## src/lhst_pkg.sv

```systemverilog
// lhst_pkg: shared types and constants of the hot set tracker
// no dependencies; used by lhst_cell and lru_hot_set_tracker

package lhst_pkg;

    // field widths
    localparam int ARCHIVE_W = 16;
    localparam int COUNT_W   = 17;
    localparam int BUDGET_W  = 5;
    localparam int STATUS_W  = 2;

    // default list capacity
    localparam int DEF_LIST_DEPTH = 16;

    // result status codes
    localparam logic [STATUS_W-1:0] ST_HIT   = 2'd0;
    localparam logic [STATUS_W-1:0] ST_MISS  = 2'd1;
    localparam logic [STATUS_W-1:0] ST_RANGE = 2'd2;

    // register map: index = byte address / 4
    localparam int REG_IDX_W = 1;
    localparam int APB_ADDR_W = REG_IDX_W + 2;
    localparam logic [REG_IDX_W-1:0] REG_ARCHIVE_COUNT = 1'd0;
    localparam logic [REG_IDX_W-1:0] REG_HOT_BUDGET    = 1'd1;

    // reset values of the registers
    localparam logic [COUNT_W-1:0]  RST_ARCHIVE_COUNT = 17'd0;
    localparam logic [BUDGET_W-1:0] RST_HOT_BUDGET    = 5'd16;

    // per-cell control from the sequencer
    typedef struct packed {
        logic compare;   // latch the match flag against the key
        logic shift;     // shift step of the list update
        logic in_list;   // cell holds a resident entry
        logic in_window; // cell lies within the shift window on a miss
    } cell_ctrl_t;

endpackage

```

## src/lhst_cell.sv

```systemverilog
// lhst_cell: one slot of the recency list, with its match flag
// depends on lhst_pkg

module lhst_cell import lhst_pkg::*; (
    input  logic                 aclk,
    input  cell_ctrl_t           ctrl,
    input  logic [ARCHIVE_W-1:0] key,
    input  logic [ARCHIVE_W-1:0] prev_value,
    input  logic                 seen_in,
    output logic [ARCHIVE_W-1:0] value,
    output logic                 seen_out
);

    logic [ARCHIVE_W-1:0] value_reg;
    logic                 match_reg;

    // compare on the compare step, take the neighbour's entry on the shift step
    always_ff @(posedge aclk) begin
        if (ctrl.compare) begin
            match_reg <= ctrl.in_list && (value_reg == key);
        end
        if (ctrl.shift && !seen_in && ctrl.in_window) begin
            value_reg <= prev_value;
        end
    end

    // a hit at or before this cell stops the shift further down
    assign seen_out = seen_in | match_reg;
    assign value    = value_reg;

endmodule

```

## src/lru_hot_set_tracker.sv

```systemverilog
// lru_hot_set_tracker: top level, sequencer, registers and output stage
// depends on lhst_pkg and lhst_cell

// Most-recently-used list of resident archives held in a row of
// LIST_DEPTH+1 cells; cell 0 is the most recent. A request is taken when
// s_ready is high, then compared against every cell in the compare state
// and the list shifted by one place in the shift state, before a hit, or
// a miss without eviction, enters the output register from the report
// state; a miss that evicts gives one victim per cycle from the back of
// the list while the output register is free. An out-of-range index gives
// its result from the compare state. The next request is taken the cycle
// after the final result enters the output register, while that result
// still waits on m_ready. The budget is saturated to LIST_DEPTH; lowering
// it takes effect on the next miss.

module lru_hot_set_tracker import lhst_pkg::*; #(
    parameter int LIST_DEPTH = DEF_LIST_DEPTH
) (
    input  logic                  aclk,
    input  logic                  aresetn,
    // request channel
    input  logic                  s_valid,
    output logic                  s_ready,
    input  logic [ARCHIVE_W-1:0]  s_archive_index,
    // result channel
    output logic                  m_valid,
    input  logic                  m_ready,
    output logic [STATUS_W-1:0]   m_status,
    output logic                  m_evicted,
    output logic [ARCHIVE_W-1:0]  m_victim_archive,
    output logic                  m_last,
    // configuration port
    input  logic                  psel,
    input  logic                  penable,
    input  logic                  pwrite,
    input  logic [APB_ADDR_W-1:0] paddr,
    input  logic [31:0]           pwdata,
    output logic [31:0]           prdata,
    output logic                  pready
);

    localparam int NCELLS = LIST_DEPTH + 1;
    localparam int LEN_W  = $clog2(LIST_DEPTH + 2);
    localparam int IDX_W  = $clog2(NCELLS);
    localparam int BW     = (LEN_W > BUDGET_W) ? LEN_W : BUDGET_W;
    localparam logic [BW-1:0] DEPTH_C = BW'(LIST_DEPTH);

    // sequencer states
    localparam logic [1:0] S_IDLE   = 2'd0;
    localparam logic [1:0] S_CMP    = 2'd1;
    localparam logic [1:0] S_SHIFT  = 2'd2;
    localparam logic [1:0] S_REPORT = 2'd3;

    logic [1:0]           state_reg, state_next;
    logic [ARCHIVE_W-1:0] key_reg;
    logic [LEN_W-1:0]     len_reg, len_next;
    logic                 hit_reg, hit_next;
    logic [COUNT_W-1:0]   archive_count_reg;
    logic [BUDGET_W-1:0]  hot_budget_reg;

    logic                  m_valid_reg;
    logic [STATUS_W-1:0]   m_status_reg;
    logic                  m_evicted_reg;
    logic [ARCHIVE_W-1:0]  m_victim_reg;
    logic                  m_last_reg;

    logic                  emit;
    logic [STATUS_W-1:0]   emit_status;
    logic                  emit_evicted;
    logic [ARCHIVE_W-1:0]  emit_victim;
    logic                  emit_last;

    logic                  out_free;
    logic                  out_of_range;
    logic [BW-1:0]         len_ext;
    logic [BW-1:0]         budget_ext;
    logic [BW-1:0]         budget_sat;
    logic [LEN_W-1:0]      len_dec;
    logic                  apb_write;

    logic [ARCHIVE_W-1:0]  cell_value [NCELLS];
    logic [ARCHIVE_W-1:0]  cell_prev  [NCELLS];
    logic [NCELLS:0]       seen;
    cell_ctrl_t            cell_ctrl  [NCELLS];

    // configuration registers
    assign apb_write = psel && penable && pwrite && pready;
    assign pready    = 1'b1;

    always_ff @(posedge aclk) begin
        if (!aresetn) begin
            archive_count_reg <= RST_ARCHIVE_COUNT;
            hot_budget_reg    <= RST_HOT_BUDGET;
        end else if (apb_write) begin
            case (paddr[APB_ADDR_W-1:2])
                REG_ARCHIVE_COUNT: archive_count_reg <= pwdata[COUNT_W-1:0];
                REG_HOT_BUDGET:    hot_budget_reg    <= pwdata[BUDGET_W-1:0];
                default: ;
            endcase
        end
    end

    // register read back
    always_comb begin
        case (paddr[APB_ADDR_W-1:2])
            REG_ARCHIVE_COUNT: prdata = {{(32-COUNT_W){1'b0}}, archive_count_reg};
            REG_HOT_BUDGET:    prdata = {{(32-BUDGET_W){1'b0}}, hot_budget_reg};
            default:           prdata = 32'd0;
        endcase
    end

    // row of cells, each fed by its neighbour towards the front, cell 0 by the key
    assign seen[0] = 1'b0;

    for (genvar i = 0; i < NCELLS; i++) begin : g_cell
        if (i == 0) begin : g_front
            assign cell_prev[i] = key_reg;
        end else begin : g_rest
            assign cell_prev[i] = cell_value[i-1];
        end

        assign cell_ctrl[i].compare   = (state_reg == S_CMP);
        assign cell_ctrl[i].shift     = (state_reg == S_SHIFT);
        assign cell_ctrl[i].in_list   = (LEN_W'(i) < len_reg);
        assign cell_ctrl[i].in_window = (LEN_W'(i) <= len_reg);

        lhst_cell u_cell (
            .aclk       (aclk),
            .ctrl       (cell_ctrl[i]),
            .key        (key_reg),
            .prev_value (cell_prev[i]),
            .seen_in    (seen[i]),
            .value      (cell_value[i]),
            .seen_out   (seen[i+1])
        );
    end

    // range check, budget saturation and back-of-list position
    assign out_of_range = ({1'b0, key_reg} >= archive_count_reg);
    assign len_ext      = BW'(len_reg);
    assign budget_ext   = BW'(hot_budget_reg);
    assign budget_sat   = (budget_ext > DEPTH_C) ? DEPTH_C : budget_ext;
    assign len_dec      = len_reg - LEN_W'(1);
    assign out_free     = !m_valid_reg || m_ready;

    // sequencer
    always_comb begin
        state_next   = state_reg;
        len_next     = len_reg;
        hit_next     = hit_reg;
        emit         = 1'b0;
        emit_status  = ST_HIT;
        emit_evicted = 1'b0;
        emit_victim  = '0;
        emit_last    = 1'b1;
        case (state_reg)
            S_IDLE: begin
                if (s_valid) begin
                    state_next = S_CMP;
                end
            end
            S_CMP: begin
                if (out_of_range) begin
                    if (out_free) begin
                        emit        = 1'b1;
                        emit_status = ST_RANGE;
                        state_next  = S_IDLE;
                    end
                end else begin
                    state_next = S_SHIFT;
                end
            end
            S_SHIFT: begin
                hit_next   = seen[NCELLS];
                state_next = S_REPORT;
                if (!seen[NCELLS]) begin
                    len_next = len_reg + LEN_W'(1);
                end
            end
            S_REPORT: begin
                if (out_free) begin
                    emit = 1'b1;
                    if (hit_reg) begin
                        emit_status = ST_HIT;
                        state_next  = S_IDLE;
                    end else if (len_ext > budget_sat) begin
                        emit_status  = ST_MISS;
                        emit_evicted = 1'b1;
                        emit_victim  = cell_value[len_dec[IDX_W-1:0]];
                        emit_last    = (len_ext <= budget_sat + BW'(1));
                        len_next     = len_dec;
                        if (len_ext <= budget_sat + BW'(1)) begin
                            state_next = S_IDLE;
                        end
                    end else begin
                        emit_status = ST_MISS;
                        state_next  = S_IDLE;
                    end
                end
            end
            default: begin
                state_next = S_IDLE;
            end
        endcase
    end

    always_ff @(posedge aclk) begin
        if (!aresetn) begin
            state_reg <= S_IDLE;
            len_reg   <= '0;
            hit_reg   <= 1'b0;
        end else begin
            state_reg <= state_next;
            len_reg   <= len_next;
            hit_reg   <= hit_next;
        end
    end

    // request capture
    assign s_ready = (state_reg == S_IDLE);

    always_ff @(posedge aclk) begin
        if (s_valid && s_ready) begin
            key_reg <= s_archive_index;
        end
    end

    // output register
    always_ff @(posedge aclk) begin
        if (!aresetn) begin
            m_valid_reg <= 1'b0;
        end else if (emit) begin
            m_valid_reg <= 1'b1;
        end else if (m_ready) begin
            m_valid_reg <= 1'b0;
        end
    end

    always_ff @(posedge aclk) begin
        if (emit) begin
            m_status_reg  <= emit_status;
            m_evicted_reg <= emit_evicted;
            m_victim_reg  <= emit_victim;
            m_last_reg    <= emit_last;
        end
    end

    assign m_valid          = m_valid_reg;
    assign m_status         = m_status_reg;
    assign m_evicted        = m_evicted_reg;
    assign m_victim_archive = m_victim_reg;
    assign m_last           = m_last_reg;

`ifndef SYNTH
    // list never holds more than its capacity between requests
    a_len_bound: assert property (@(posedge aclk) disable iff (!aresetn)
        (state_reg == S_IDLE) |-> (len_reg <= LEN_W'(LIST_DEPTH)))
        else $error("recency list longer than its capacity");

    // non-eviction results carry a zero victim and close the request
    a_no_victim: assert property (@(posedge aclk) disable iff (!aresetn)
        (m_valid && !m_evicted) |-> (m_victim_archive == '0 && m_last))
        else $error("non-eviction result with victim or without last");

    // a hit never evicts and leaves the length unchanged
    a_hit_len: assert property (@(posedge aclk) disable iff (!aresetn)
        (state_reg == S_SHIFT && seen[NCELLS]) |=> (len_reg == $past(len_reg)))
        else $error("hit changed the list length");

    // an out-of-range result is single and never an eviction
    a_range: assert property (@(posedge aclk) disable iff (!aresetn)
        (m_valid && m_status == ST_RANGE) |-> (m_last && !m_evicted))
        else $error("out-of-range result malformed");
`endif

endmodule
```

## config.mk

```make
export PLATFORM = sky130hd
export DESIGN_NAME = lru_hot_set_tracker
export DESIGN_NICKNAME = d
export VERILOG_FILES = /design/src/lhst_pkg.sv /design/src/lhst_cell.sv /design/src/lru_hot_set_tracker.sv
export SDC_FILE = /design/constraint.sdc
export NUM_CORES = 1
export LEC_CHECK = 0
export BUFFER_PORTS_ARGS = -buffer_cell sky130_fd_sc_hd__buf_2
export CAP_MARGIN = 30
export CORE_MARGIN = 5
export CORE_UTILIZATION = 40
export CTS_CLUSTER_SIZE = 28
export DETAILED_ROUTE_END_ITERATION = 8
export MAX_ROUTING_LAYER = met4
export PLACE_DENSITY = 0.62
export RECOVER_POWER = 25
export SLEW_MARGIN = 15
export SYNTH_ARGS = -nofsm -noshare
export SYNTH_HDL_FRONTEND = slang
export SYNTH_SLANG_ARGS = --single-unit
```

## constraint.sdc

```tcl
create_clock -name aclk -period 9.36 [get_ports aclk]
set_input_delay 0.936 -clock aclk [delete_from_list [all_inputs] [get_ports aclk]]
set_output_delay 0.936 -clock aclk [all_outputs]
set_load 0.05 [all_outputs]
```

==> metrics.md <==
| Metric | Value |
|---|---|
| Status | finished, final reports clean |
| Antenna Nets Post-Route | 0 |
| Setup TNS | 0 ns |
| Main synth FF type | edfxtp_1 |
| CTS sink cnt | around 360 |
| Post-CTS Setup Inserts | 0 |
| Cells after DPL | between 1500 and 2000 |
| Area leader, netlist | edfxtp_1 |
| Drt total wl | between 40000 and 50000 um |
| FF-to-FF Start | len_ext[0] |
| Vias | 10800 |
| Die span in x | 221 um |
| Synthesized flop and latch total | 356 |
| RePlAce Congestion | 0.872 |
| Die area | a little under 50000 um2 |
| Startpoint Class | flip-flop |
| Mean Syn Cell Area | around 14 um2 |
| Flop pwr share | 47.8% |
| Clock-pin slew on the worst setup and hold paths | 0.06 ns |
| Pleak | about 6.7 nW |
| Asr flop ratio synth | 0% |
| Period minus WS final | approximately 4.3 ns |
| Drt first-iter violations | approximately 900 |
| Worst Path Arrival | roughly 4.6 ns |
| Top post-synthesis cells by area | edfxtp_1 55%, xor2_1 8.9%, mux4_2 8.1% |
| Final setup vio count | 0 |
| Cells after Synth | between 1000 and 1500 |
| Sw frac | roughly 23% |
| CTS buffer count | 38 |
| Post-DP HPWL | 33800 um |
| Syn. warnings | 0 |
| Reg2reg setup slack | 5.08 ns |
| RSZ-0062 raised after global routing | no |
| Core area | ~44000 um2 |
| Clock latency at the later pin of the worst-skew pair | roughly 0.55 ns |
| Crit-path slowest cell | dfxtp_4 |
| Least-Margin Pin Slew | about 1 ns |
| Wire length per cell | approximately 24 um |
| F_max | roughly 230 MHz |
| Clock Path Buffers | 3 |
| Crit path largest cell delay | about 0.83 ns |
| Worst EP required | around 9.6 ns |
| Yosys top cell area share | between 50% and 60% |
| Area grow syn2layout | 14.5% |
| Setup CP Type | reg2reg |
| Commonest cells in the netlist | 325 x edfxtp_1, 181 x xor2_1, 97 x xnor2_1 |
| Drt pass-1 iters | 5 |
| Sw power | roughly 0.84 mW |
| Critical Path Start | len_ext[0] |
| Starting density of the core | approximately two fifths |
| Nets@finish | between 1000 and 1500 |
| I/O Buffers | a little under 80 |
| Final Hold Vio Count | 0 |
| Comb pwr share | under 10% |
| First-pass GRT wire length | roughly 72000 um |
| Synth cell types | 55 |
| CP max FO | 56 |
| Clk pwr share | between 40% and 50% |
| Max_slew headroom | ~33% |
| CTS H-tree lvls | 2 |
| Fin util | roughly 46% |
| Vias in the first global route | 11000 |
| Row cnt | 77 |
| Pins Over Slew Limit | 0 |
| Seq/Total Area, Yosys | approximately three fifths |
| Power density cells | approximately 180 nW/um2 |
| CP Capture Type | flip-flop |
| Largest register FFs | about 270 |
| Hold path startpoint | archive_count_reg[11] |
| Total GRT Usage | around a fifth |
| # IOs | ~110 |
| Max Cap Viol | 0 |
| CP top delay family | buffers and inverters |
| Maximum vdd drop | about 0.17 mV |
| Hold_buf cts | 0 |
| Initial antenna violation count | 0 |
| Largest net degree at the start of global routing | between 50 and 60 |
| Layout fillers | between 3000 and 4000 |
| Post-synth EDFFs | approximately 330 |
| Worst hold path class | reg2reg |
| Final period utilization | a little under half |
| CTS tree | yes |
| Mapped cell area | 17700 um2 |
| Worst Skew | approximately 0.028 ns |
| Vias/cell | between 5 and 6 |
| Worst Path Buf+Inv | 2 |
| Dpl ws | about 5 ns |
| Ant diodes | 0 |
| Power Internal | between 2 and 3 mW |
| Most common cell in the netlist | edfxtp_1 |
| Non-filler instance count after layout | between 1500 and 2000 |
| Residual DRC | 0 |
| Fraction of layout cells with a size suffix above 1 | 22.1% |
| Setup ws final | between 5 and 6 ns |
| Critical-path cell list | inv_1 -> ha_2 -> buf_4 -> mux4_2 -> mux2_2 -> a22oi_1 -> a21oi_1 |
| GRT overflow | 0 |
| CTS resizes | 0 |
| Clock root cell | clkbuf_16 |
| Die Y | 221 um |
==> final timing paths <==
kind | end | cells past startpoint
max | m_victim_archive[15] | 7
min | archive_count_reg[11] | 2
max reg2reg | m_victim_archive[15] | 7
min reg2reg | archive_count_reg[11] | 2
==> stage by stage <==
step                total power, mW  hold WS, ns  area, um2
floorplan                      1.99        0.424      17800
global placement               2.07        0.443      18800
detailed placement             2.07        0.446      18900
CTS                            3.70        0.454      20200
global route                   3.79        0.479      20300
finish                         3.68        0.452      20300
==> power groups by stage <==
stage               clock network (mW)  registers [mW]  logic (mW)
finish                            1.64            1.76       0.282
global route                      1.72            1.76       0.302
CTS                               1.66            1.76       0.281
detailed placement                   0            1.80       0.279
global placement                     0            1.79       0.277
floorplan                            0            1.81       0.177
==> per-layer routing <==
layer	share of wire, %	up-vias	GRT usage [%]	wire (um)
met5	0	-	-	0
met2	48	277	32.0	23000
met3	4.7	74	2.57	2240
met4	2.5	0	5.69	1200
li1	-	4910	-	-
met1	45	5556	28.2	21500
==> worst register-to-register path, cell delays in order, from the launching register on <==
cell	delay, ns
dfxtp_4	0.83
inv_1	0.39
ha_2	0.62
buf_4	0.77
mux4_2	0.67
mux2_2	0.28
a22oi_1	0.34
a21oi_1	0.12
==> cell families (layout without fill, tap and decap cells) <==
family	count (synthesis)	in the layout	share of synthesized area, %
AO/OA/AOI/OAI	115	115	3.94
XOR/XNOR	278	278	13.7
adder cells (fa/ha/maj)	32	32	2.26
buffers and inverters	112	210	2.81
flip-flops	356	356	58.5
multiplexers	104	104	10.6
other	2	16	0.0423
AND/OR/NAND/NOR	282	282	8.11
==> cell usage in the layout (no fill, tap or decap), types with 31 or more instances in the layout <==
cell       instances
mux4_2            64
buf_4             32
nor2_1            45
ha_1              31
xnor2_1           97
mux2_2            33
clkbuf_16         42
nor4_1            48
buf_2             79
nand2_1           79
a21oi_1           55
edfxtp_1         325
xor2_1           180
==> final cells by class <==
class                   instances  area [um2]  area share [%]
inverters                      24        90.1           0.443
flip-flops and latches        356       10400            51.1
clock inverters                17         235            1.16
well taps                     592         741            3.65
multi-input cells             827        7020            34.6
clock buffers                  51        1120            5.51
repair buffers                118         729            3.59
No activity file was read; power rests on OpenSTA's default activity.
